--- src/design/lnf_pkg.sv ---
// lnf_pkg: shared types and constants of the lcd number formatter
// control word layout, sequencer step codes, status bundle
// no dependencies
package lnf_pkg;

  localparam int STEP_W = 3;

  // sequencer steps
  localparam logic [STEP_W-1:0] STEP_IDLE   = 3'd0;
  localparam logic [STEP_W-1:0] STEP_CURSOR = 3'd1;
  localparam logic [STEP_W-1:0] STEP_SIGN   = 3'd2;
  localparam logic [STEP_W-1:0] STEP_MUL    = 3'd3;
  localparam logic [STEP_W-1:0] STEP_PUSH   = 3'd4;
  localparam logic [STEP_W-1:0] STEP_EMIT   = 3'd5;
  localparam logic [STEP_W-1:0] STEP_DONE   = 3'd6;

  // format modes
  localparam logic [1:0] MODE_UDEC = 2'd0;
  localparam logic [1:0] MODE_SDEC = 2'd1;
  localparam logic [1:0] MODE_HEX  = 2'd2;
  localparam logic [1:0] MODE_BIN  = 2'd3;

  // display lines that get a cursor command
  localparam logic [1:0] LINE_ONE = 2'd1;
  localparam logic [1:0] LINE_TWO = 2'd2;

  localparam logic [7:0] CMD_SET_CURSOR = 8'h80;
  localparam logic [7:0] LINE_TWO_BASE  = 8'h40;
  localparam logic [7:0] CHAR_ZERO      = 8'h30;
  localparam logic [7:0] CHAR_UPPER_A   = 8'h41;
  localparam logic [7:0] CHAR_PLUS      = 8'h2B;
  localparam logic [7:0] CHAR_MINUS     = 8'h2D;

  // ceil(2^35 / 10): q = (v * RECIP_TEN) >> 35 is exact for any 32-bit v
  localparam logic [31:0] RECIP_TEN = 32'hCCCC_CCCD;
  localparam int RECIP_SHIFT = 35;

  typedef enum logic [1:0] {
    EMIT_NONE,
    EMIT_CURSOR,
    EMIT_SIGN,
    EMIT_DIGIT
  } emit_t;

  typedef enum logic [1:0] {
    COND_NONE,    // fall through to next step
    COND_ALWAYS,  // unconditional jump
    COND_DONE,    // all digits converted
    COND_MORE     // more than one digit still stacked
  } cond_t;

  typedef struct packed {
    logic              wait_in;
    emit_t             emit;
    logic              do_mul;
    logic              do_push;
    cond_t             cond;
    logic [STEP_W-1:0] target;
  } ctrl_t;

  typedef struct packed {
    logic go;
    logic count_done;
    logic count_more;
    logic count_zero;
  } status_t;

endpackage

--- src/design/lnf_if.sv ---
// lnf_if: valid/ready channel interfaces of the lcd number formatter
// lnf_in_if carries one number to format, lnf_out_if one display bus write
// no dependencies
interface lnf_in_if;
  logic        valid;
  logic        ready;
  logic [1:0]  opcode;
  logic [1:0]  line;
  logic [4:0]  column;
  logic [15:0] number;
  logic [4:0]  length;

  modport source(output valid, opcode, line, column, number, length, input ready);
  modport sink(input valid, opcode, line, column, number, length, output ready);
endinterface

interface lnf_out_if;
  logic       valid;
  logic       ready;
  logic       reg_select;
  logic [7:0] bus_byte;
  logic       last;

  modport source(output valid, reg_select, bus_byte, last, input ready);
  modport sink(input valid, reg_select, bus_byte, last, output ready);
endinterface

--- src/design/lnf_sequencer.sv ---
// lnf_sequencer: step counter and microcode rom of the lcd number formatter
// depends on lnf_pkg (ctrl_t, status_t, step codes)
module lnf_sequencer (
  input  logic             clk,
  input  logic             rst,
  input  lnf_pkg::status_t st,
  output lnf_pkg::ctrl_t   ctrl
);

  logic [lnf_pkg::STEP_W-1:0] step;
  logic [lnf_pkg::STEP_W-1:0] step_next;
  logic                       take;

  // microcode rom
  always_comb begin
    ctrl = '{wait_in: 1'b0, emit: lnf_pkg::EMIT_NONE, do_mul: 1'b0, do_push: 1'b0,
             cond: lnf_pkg::COND_NONE, target: lnf_pkg::STEP_IDLE};
    case (step)
      lnf_pkg::STEP_IDLE: begin
        ctrl.wait_in = 1'b1;
      end
      lnf_pkg::STEP_CURSOR: begin
        ctrl.emit = lnf_pkg::EMIT_CURSOR;
      end
      lnf_pkg::STEP_SIGN: begin
        ctrl.emit = lnf_pkg::EMIT_SIGN;
      end
      lnf_pkg::STEP_MUL: begin
        ctrl.do_mul = 1'b1;
        ctrl.cond   = lnf_pkg::COND_DONE;
        ctrl.target = lnf_pkg::STEP_EMIT;
      end
      lnf_pkg::STEP_PUSH: begin
        ctrl.do_push = 1'b1;
        ctrl.cond    = lnf_pkg::COND_ALWAYS;
        ctrl.target  = lnf_pkg::STEP_MUL;
      end
      lnf_pkg::STEP_EMIT: begin
        ctrl.emit   = lnf_pkg::EMIT_DIGIT;
        ctrl.cond   = lnf_pkg::COND_MORE;
        ctrl.target = lnf_pkg::STEP_EMIT;
      end
      default: begin
        ctrl.cond   = lnf_pkg::COND_ALWAYS;
        ctrl.target = lnf_pkg::STEP_IDLE;
      end
    endcase
  end

  always_comb begin
    case (ctrl.cond)
      lnf_pkg::COND_ALWAYS: take = 1'b1;
      lnf_pkg::COND_DONE:   take = st.count_done;
      lnf_pkg::COND_MORE:   take = st.count_more;
      default:              take = 1'b0;
    endcase
    if (!st.go) begin
      step_next = step;
    end else if (take) begin
      step_next = ctrl.target;
    end else begin
      step_next = step + lnf_pkg::STEP_W'(1);
    end
  end

  always_ff @(posedge clk) begin
    if (rst) begin
      step <= lnf_pkg::STEP_IDLE;
    end else begin
      step <= step_next;
    end
  end

endmodule

--- src/design/lnf_datapath.sv ---
// lnf_datapath: operand registers, divide-by-base unit, digit stack, output register
// depends on lnf_pkg, lnf_in_if, lnf_out_if
module lnf_datapath #(
  parameter int MAX_DIGITS  = 16,
  parameter int NUMBER_BITS = 16
) (
  input  logic             clk,
  input  logic             rst,
  lnf_in_if.sink           item,
  lnf_out_if.source        bus,
  input  lnf_pkg::ctrl_t   ctrl,
  output lnf_pkg::status_t st
);

  localparam int CNT_W = $clog2(MAX_DIGITS + 1);
  localparam int VAL_W = NUMBER_BITS;

  logic [1:0]       mode;
  logic [1:0]       line;
  logic [4:0]       column;
  logic [VAL_W-1:0] value;
  logic [CNT_W-1:0] len;
  logic [CNT_W-1:0] count;
  logic [63:0]      prod;
  logic [3:0]       stack [MAX_DIGITS];

  logic             out_valid;
  logic             out_rs;
  logic [7:0]       out_byte;
  logic             out_last;

  logic             in_fire;
  logic             emit_want;
  logic             emit_fire;
  logic             stall;
  logic             line_hit;
  logic             signed_mode;
  logic [CNT_W-1:0] len_sat;
  logic [31:0]      val32;
  logic [28:0]      q_ten;
  logic [31:0]      q32;
  logic [31:0]      diff;
  logic [VAL_W-1:0] q_sel;
  logic [3:0]       rem_sel;
  logic [7:0]       cursor_byte;
  logic             emit_rs;
  logic [7:0]       emit_byte;
  logic             emit_last;

  function automatic logic [7:0] digit_char(input logic [3:0] d);
    if (d < 4'd10) begin
      return lnf_pkg::CHAR_ZERO + {4'b0, d};
    end
    return lnf_pkg::CHAR_UPPER_A + {4'b0, d} - 8'd10;
  endfunction

  assign item.ready     = ctrl.wait_in;
  assign in_fire        = item.valid && ctrl.wait_in;
  assign line_hit       = (line == lnf_pkg::LINE_ONE) || (line == lnf_pkg::LINE_TWO);
  assign signed_mode    = (mode == lnf_pkg::MODE_SDEC);

  always_comb begin
    if (32'(item.length) > 32'(MAX_DIGITS)) begin
      len_sat = CNT_W'(MAX_DIGITS);
    end else begin
      len_sat = CNT_W'(item.length);
    end
  end

  // division by the base: reciprocal multiply for ten, shifts for 16 and 2
  assign val32 = 32'(value);
  assign q_ten = prod[63:lnf_pkg::RECIP_SHIFT];
  assign q32   = {3'b0, q_ten};
  assign diff  = val32 - (q32 << 3) - (q32 << 1);

  always_comb begin
    case (mode)
      lnf_pkg::MODE_HEX: begin
        q_sel   = value >> 4;
        rem_sel = value[3:0];
      end
      lnf_pkg::MODE_BIN: begin
        q_sel   = value >> 1;
        rem_sel = {3'b0, value[0]};
      end
      default: begin
        q_sel   = VAL_W'(q_ten);
        rem_sel = diff[3:0];
      end
    endcase
  end

  assign cursor_byte = lnf_pkg::CMD_SET_CURSOR | ({3'b0, column} - 8'd1 +
                       ((line == lnf_pkg::LINE_TWO) ? lnf_pkg::LINE_TWO_BASE : 8'd0));

  always_comb begin
    emit_want = 1'b0;
    emit_rs   = 1'b1;
    emit_byte = digit_char(stack[0]);
    emit_last = (count == CNT_W'(1));
    case (ctrl.emit)
      lnf_pkg::EMIT_CURSOR: begin
        emit_want = line_hit;
        emit_rs   = 1'b0;
        emit_byte = cursor_byte;
        emit_last = !signed_mode && (len == '0);
      end
      lnf_pkg::EMIT_SIGN: begin
        emit_want = signed_mode;
        emit_byte = value[VAL_W-1] ? lnf_pkg::CHAR_MINUS : lnf_pkg::CHAR_PLUS;
        emit_last = (len == '0);
      end
      lnf_pkg::EMIT_DIGIT: begin
        emit_want = (count != '0);
      end
      default: begin
        emit_want = 1'b0;
      end
    endcase
  end

  assign stall     = emit_want && out_valid && !bus.ready;
  assign st.go     = !stall && (!ctrl.wait_in || in_fire);
  assign emit_fire = st.go && emit_want;
  assign st.count_done = (count == len);
  assign st.count_more = (count > CNT_W'(1));
  assign st.count_zero = (count == '0);

  always_ff @(posedge clk) begin
    if (rst) begin
      out_valid <= 1'b0;
      count     <= '0;
    end else begin
      if (emit_fire) begin
        out_valid <= 1'b1;
      end else if (bus.ready) begin
        out_valid <= 1'b0;
      end
      if (in_fire) begin
        count <= '0;
      end else if (st.go && ctrl.do_push) begin
        count <= count + CNT_W'(1);
      end else if (emit_fire && ctrl.emit == lnf_pkg::EMIT_DIGIT) begin
        count <= count - CNT_W'(1);
      end
    end
  end

  always_ff @(posedge clk) begin
    if (in_fire) begin
      mode   <= item.opcode;
      line   <= item.line;
      column <= item.column;
      value  <= VAL_W'(item.number);
      len    <= len_sat;
    end
    if (emit_fire) begin
      out_rs   <= emit_rs;
      out_byte <= emit_byte;
      out_last <= emit_last;
    end
    // sign step turns a negative value into its magnitude
    if (emit_fire && ctrl.emit == lnf_pkg::EMIT_SIGN && value[VAL_W-1]) begin
      value <= ~value + VAL_W'(1);
    end
    if (st.go && ctrl.do_mul) begin
      prod <= val32 * lnf_pkg::RECIP_TEN;
    end
    if (st.go && ctrl.do_push) begin
      value    <= q_sel;
      stack[0] <= rem_sel;
      for (int i = 1; i < MAX_DIGITS; i++) begin
        stack[i] <= stack[i-1];
      end
    end
    if (emit_fire && ctrl.emit == lnf_pkg::EMIT_DIGIT) begin
      for (int i = 0; i < MAX_DIGITS - 1; i++) begin
        stack[i] <= stack[i+1];
      end
    end
  end

  assign bus.valid      = out_valid;
  assign bus.reg_select = out_rs;
  assign bus.bus_byte   = out_byte;
  assign bus.last       = out_last;

endmodule

--- src/design/lcd_number_formatter_unit.sv ---
// lcd_number_formatter_unit: top level of the lcd number formatter
// depends on lnf_pkg, lnf_if, lnf_sequencer, lnf_datapath
//
// usage
// - item channel (lnf_in_if): one word holds mode, line, column, number and
//   digit count; it is taken only while the sequencer sits in its idle step
// - bus channel (lnf_out_if): one word per display write, reg_select low for
//   the set-cursor command, high for sign and digit characters; last marks
//   the final write of an item (an item may give none at all)
// - per item the microcode runs: idle, cursor, sign, then two steps per digit
//   (reciprocal multiply, push), a closing multiply step, then one step per
//   digit out, then one wrap step
// - the multiply and the digit stack take most of an item's steps; the step
//   counter leaves idle when the item is taken, and the output register then
//   registers the first write from its emit step
// - a single output register buffers one write; when the receiver stalls the
//   sequencer holds on its emit step, conversion steps keep running
// - synchronous reset returns the sequencer to idle, empties the output
//   register and clears the digit count; operands and the stack are not reset
module lcd_number_formatter_unit #(
  parameter int MAX_DIGITS  = 16,
  parameter int NUMBER_BITS = 16
) (
  input  logic      clk,
  input  logic      rst,
  lnf_in_if.sink    item,
  lnf_out_if.source bus
);

  lnf_pkg::ctrl_t   ctrl;
  lnf_pkg::status_t st;

  // control: step counter and microcode
  lnf_sequencer u_seq (
    .clk  (clk),
    .rst  (rst),
    .st   (st),
    .ctrl (ctrl)
  );

  // datapath: operands, divide unit, digit stack, output register
  lnf_datapath #(
    .MAX_DIGITS  (MAX_DIGITS),
    .NUMBER_BITS (NUMBER_BITS)
  ) u_dp (
    .clk  (clk),
    .rst  (rst),
    .item (item),
    .bus  (bus),
    .ctrl (ctrl),
    .st   (st)
  );

  // an accepted item always leaves the idle step
  a_leave_idle: assert property (@(posedge clk) disable iff (rst)
    item.valid && item.ready |=> !item.ready)
    else $error("item accepted but sequencer stayed idle");

  // the digit stack is empty whenever a new item can be taken
  a_idle_empty: assert property (@(posedge clk) disable iff (rst)
    ctrl.wait_in |-> st.count_zero)
    else $error("digits left on the stack at idle");

  // a new item is never taken while a digit is still being converted
  a_no_accept_busy: assert property (@(posedge clk) disable iff (rst)
    ctrl.do_push |-> !item.ready)
    else $error("item ready during conversion");

endmodule

--- src/flat_wrapper.sv ---
// flat-port wrapper written by rule: the top's interface ports become plain ports
module lcd_number_formatter_unit_flat 
#(
  parameter int MAX_DIGITS  = 16,
  parameter int NUMBER_BITS = 16
)
  (clk, rst, item_valid, item_opcode, item_line, item_column, item_number, item_length, item_ready, bus_valid, bus_reg_select, bus_bus_byte, bus_last, bus_ready);
  lnf_in_if item_i ();
  lnf_out_if bus_i ();
  input  logic clk;
  input  logic rst;
  input wire logic [$bits(item_i.valid)-1:0] item_valid;
  input wire logic [$bits(item_i.opcode)-1:0] item_opcode;
  input wire logic [$bits(item_i.line)-1:0] item_line;
  input wire logic [$bits(item_i.column)-1:0] item_column;
  input wire logic [$bits(item_i.number)-1:0] item_number;
  input wire logic [$bits(item_i.length)-1:0] item_length;
  output wire logic [$bits(item_i.ready)-1:0] item_ready;
  output wire logic [$bits(bus_i.valid)-1:0] bus_valid;
  output wire logic [$bits(bus_i.reg_select)-1:0] bus_reg_select;
  output wire logic [$bits(bus_i.bus_byte)-1:0] bus_bus_byte;
  output wire logic [$bits(bus_i.last)-1:0] bus_last;
  input wire logic [$bits(bus_i.ready)-1:0] bus_ready;
  assign item_i.valid = item_valid;
  assign item_i.opcode = item_opcode;
  assign item_i.line = item_line;
  assign item_i.column = item_column;
  assign item_i.number = item_number;
  assign item_i.length = item_length;
  assign item_ready = item_i.ready;
  assign bus_valid = bus_i.valid;
  assign bus_reg_select = bus_i.reg_select;
  assign bus_bus_byte = bus_i.bus_byte;
  assign bus_last = bus_i.last;
  assign bus_i.ready = bus_ready;
  lcd_number_formatter_unit #(.MAX_DIGITS(MAX_DIGITS), .NUMBER_BITS(NUMBER_BITS)) u_core (.clk(clk), .rst(rst), .item(item_i), .bus(bus_i));
endmodule
--- config.mk ---
export PLATFORM = sky130hd
export DESIGN_NAME = lcd_number_formatter_unit_flat
export DESIGN_NICKNAME = d
export VERILOG_FILES = /design/src/design/lnf_pkg.sv /design/src/design/lnf_if.sv /design/src/design/lnf_sequencer.sv /design/src/design/lnf_datapath.sv /design/src/design/lcd_number_formatter_unit.sv /design/src/flat_wrapper.sv
export SDC_FILE = /design/constraint.sdc
export NUM_CORES = 1
export LEC_CHECK = 0
export BUFFER_PORTS_ARGS = -buffer_cell sky130_fd_sc_hd__buf_4
export CAP_MARGIN = 0
export CORE_MARGIN = 5
export CORE_UTILIZATION = 40
export CTS_CLUSTER_DIAMETER = 150
export DETAILED_ROUTE_END_ITERATION = 10
export GPL_TIMING_DRIVEN = 1
export PLACE_DENSITY = 0.6
export SLEW_MARGIN = 5
export SYNTH_ARGS = -nofsm -noshare
export SYNTH_HDL_FRONTEND = slang
export SYNTH_SLANG_ARGS = --single-unit
--- constraint.sdc ---
create_clock -name clk -period 7.6 [get_ports clk]
set_input_delay 0.38 -clock clk [delete_from_list [all_inputs] [get_ports clk]]
set_output_delay 0.38 -clock clk [all_outputs]
set_load 0.02 [all_outputs]
==> flow_summary.ini <==
[run_status]
status = finished, final reports clean

[clocking]
numClockSinks = 126
clk-insertion-delay-late_ns = 0.41
cts_buffers = 17
cts_root_buf = clkbuf_16
cts_buffer_depth = 2
ctsHtreeMaxLevel = 4
cts_hold_buf = 0
cts_tree = done
post_cts_resized = 0
post_cts_buffers = 0
path_clk_slew_ns = 0.06

[synth]
synth_flop_cell = edfxtp_1
synth_area_um2 = 11700
avgSynthCellArea_um2 = 10.2
synth_cell_types = 64
synth_area_leaders = edfxtp_1, ha_1, fa_1, inv_1, mux2_2
syn_inst = 1151
async_flop_share_pct = 0
synth_seq_cells = 126
synth_common_cells = inv_1, ha_1, edfxtp_1
ys_warn_count = 0
synth.most_common_cell = inv_1
synth_top_area_share_pct = 30.0
syn-num-nets = 1428
synth_enable_flop_cells = 117
yosysTopAreaCell = edfxtp_1
ys_seq_area_share_pct = 31.6

[critical_path]
path_class = register to register
worstSetupStartpoint = u_core.u_dp.value[15]
end_kind = register
crit_chain = ha_1 -> inv_1 -> fa_1 -> xor2_1 -> ha_1 -> or2_2 -> fa_1 -> inv_1 -> fa_1 -> fa_1 -> inv_1 -> ha_1 -> a21oi_1 -> o211ai_1 -> a31o_2 -> a21oi_1 -> nor3b_1 -> o21ai_0 -> xor2_1
cp_slowest_cell = fa_1
path_common_cell = fa_1
ff2ff_path_depth = 19
crit_family = adder cells
cp_num_cells = 19
cp_data_required_time_ns = 7.76
crit_end = u_core.u_dp.prod[46]
path_max_fanout = 8
worstPathArrival_ns = 6.65
r2r-start = u_core.u_dp.value[15]
cpPeakStageDelay_ns = 0.59
worstReg2RegEnd = u_core.u_dp.prod[46]
start_kind = register
crit_buf_inv = 3
rrSetupSlack_ns = 1.10

[timing]
rsz0062_at_grt = no
final_hold_viol_count = 0
fmax_mhz = 154
tns_ns = 0
final_max_slew_viol_count = 0
fin_crit_sh_pct = 85.5
maxSlewHeadroom_pct = 27.3
setup_viol = 0
skew_ns = 0.0122
tightest_slew_ns = 1.09
finalCriticalPeriod_ns = 6.50

[route]
drc = 0
antenna_left = 0
vias_per_cell = 5.12
wl_per_cell_um = 17.2
vias = 8124
drtIter0Drc = 481
firstDrtPassIters = 6
wl_um = 27300

[finish]
area_growth_pct = 10.6
final_net_count = 1465
layout-drive-gt1-share_pct = 10.7

[placement]
gp_congestion = 0.872
dp_hpwl_um = 22100
io_buffers = 45

[die]
die_x_um = 181
rows = 62
io_pins = 46
chipHeight_um = 181
start_util_pct = 40.7
core_um2 = 28800
dieArea_um2 = 32800

[global_routing]
grt_overflow_total = 0
antenna_found_initial = 0
grt.total_usage_pct = 16.8
grt_pass1_wl_um = 44200
grt_pass1_vias = 8298
grt_max_degree = 48

[job]
drv_cap = 0

[min_path]
hold_class = input pin to register
-- worst min-delay path by stage --
stage | slack, ns | endpoint | startpoint | depth (start not counted)
final | 0.14 | u_core.u_dp.column[1] | item_column[1] | 1
after global routing | 0.12 | u_core.u_dp.column[1] | item_column[1] | 1
after CTS | 0.13 | u_core.u_dp.column[0] | item_column[0] | 1
after detailed placement | 0.45 | u_core.u_dp.stack[1][29] | u_core.u_dp.stack[1][25] | 0
after global placement | 0.43 | u_core.u_dp.stack[1][30] | u_core.u_dp.stack[1][26] | 0
after floorplan | 0.43 | u_core.u_dp.stack[1][28] | u_core.u_dp.stack[1][24] | 0
-- cell type report --
class,count,area (um^2)
flip-flops and latches,126,3690
multi-input cells,802,7110
well taps,384,480
clock inverters,15,134
clock buffers,17,425
repair buffers,49,368
inverters,192,726
diodes,1,2.50
fillers,2749,15800
-- metrics by stage --
stage / hold WS (ns) / cell area [um^2] / utilization, % / setup WS (ns) / cells
2_1_floorplan: 0.426 / 11700 / - / 1.85 / 1151
3_3_place_gp: 0.429 / 12400 / 43.0 / 1.22 / 1553
3_5_place_dp: 0.447 / 12400 / 43.0 / 1.13 / 1553
4_1_cts: 0.128 / 12900 / 44.9 / 1.12 / 1585
5_1_grt: 0.125 / 12900 / 44.9 / 0.859 / 1585
6_report: 0.145 / 12900 / 45.0 / 1.10 / 1586
-- state kept, by name, summed over array words and instances (netlist names) --
register,flops
u_core.u_dp.stack,64
u_core.u_dp.value,16
u_core.u_dp.mode,2
u_core.u_dp.bus.last,1
u_core.u_dp.bus.reg_select,1
u_core.u_dp.bus.valid,1
u_core.u_dp.column,5
u_core.u_dp.count,5
u_core.u_dp.len,5
u_core.u_dp.bus.bus_byte,8
u_core.u_dp.line,2
u_core.u_seq.step,3
u_core.u_dp.prod,13
-- worst register-to-register path: stages (launching register included) --
cell,delay [ns]
edfxtp_1,0.55
ha_1,0.40
inv_1,0.09
fa_1,0.52
xor2_1,0.20
ha_1,0.19
or2_2,0.33
fa_1,0.59
inv_1,0.08
fa_1,0.44
fa_1,0.51
inv_1,0.04
ha_1,0.35
a21oi_1,0.33
o211ai_1,0.16
a31o_2,0.28
a21oi_1,0.18
nor3b_1,0.59
o21ai_0,0.25
xor2_1,0.18
-- metal layers --
metal	wire (um)	track usage [%]	vias up	part of all wire, %
li1	-	-	4020	-
met1	12800	23.3	3909	47
met2	12800	27.4	174	47
met3	1400	3.50	21	5.1
met4	270	3.15	0	0.99
met5	0	0	-	0
-- logic make-up (layout without fill, tap and decap cells) --
group                      after synthesis  count (layout)  synth area share, %
buffers and inverters                  223             273                 7.76
muxes                                   67              67                 6.14
and+or+nand+nor                        281             281                 11.0
xor gates and xnor gates                45              45                 3.37
adders and majority gates              243             243                 31.2
other                                    0               1                    0
DFF                                    126             126                 31.6
AOI/OAI and AO/OA                      166             166                 8.97
-- cell usage in the layout (no fill, tap or decap), drive strengths merged, types with 3 or more instances in the layout --
| cell type | n |
|---|---|
| o21ai | 34 |
| nand3 | 19 |
| or2 | 4 |
| and4 | 4 |
| inv | 197 |
| edfxtp | 117 |
| a2111oi | 3 |
| a211oi | 7 |
| a31oi | 7 |
| a21o | 17 |
| a21oi | 58 |
| o211ai | 6 |
| nand2 | 108 |
| ha | 162 |
| fa | 81 |
| xnor2 | 26 |
| nor4 | 7 |
| o21bai | 4 |
| nand4 | 11 |
| clkbuf | 17 |
| dfxtp | 9 |
| o2111ai | 3 |
| clkinvlp | 3 |
| buf | 49 |
| mux2i | 29 |
| nor2 | 69 |
| nor3 | 18 |
| xor2 | 19 |
| nor2b | 10 |
| and3 | 11 |
| and2 | 7 |
| nand2b | 6 |
| clkinv | 6 |
| mux2 | 38 |
Power is not shown: default switching activity piles up to over one toggle a cycle in this logic, so the estimate is an artifact.
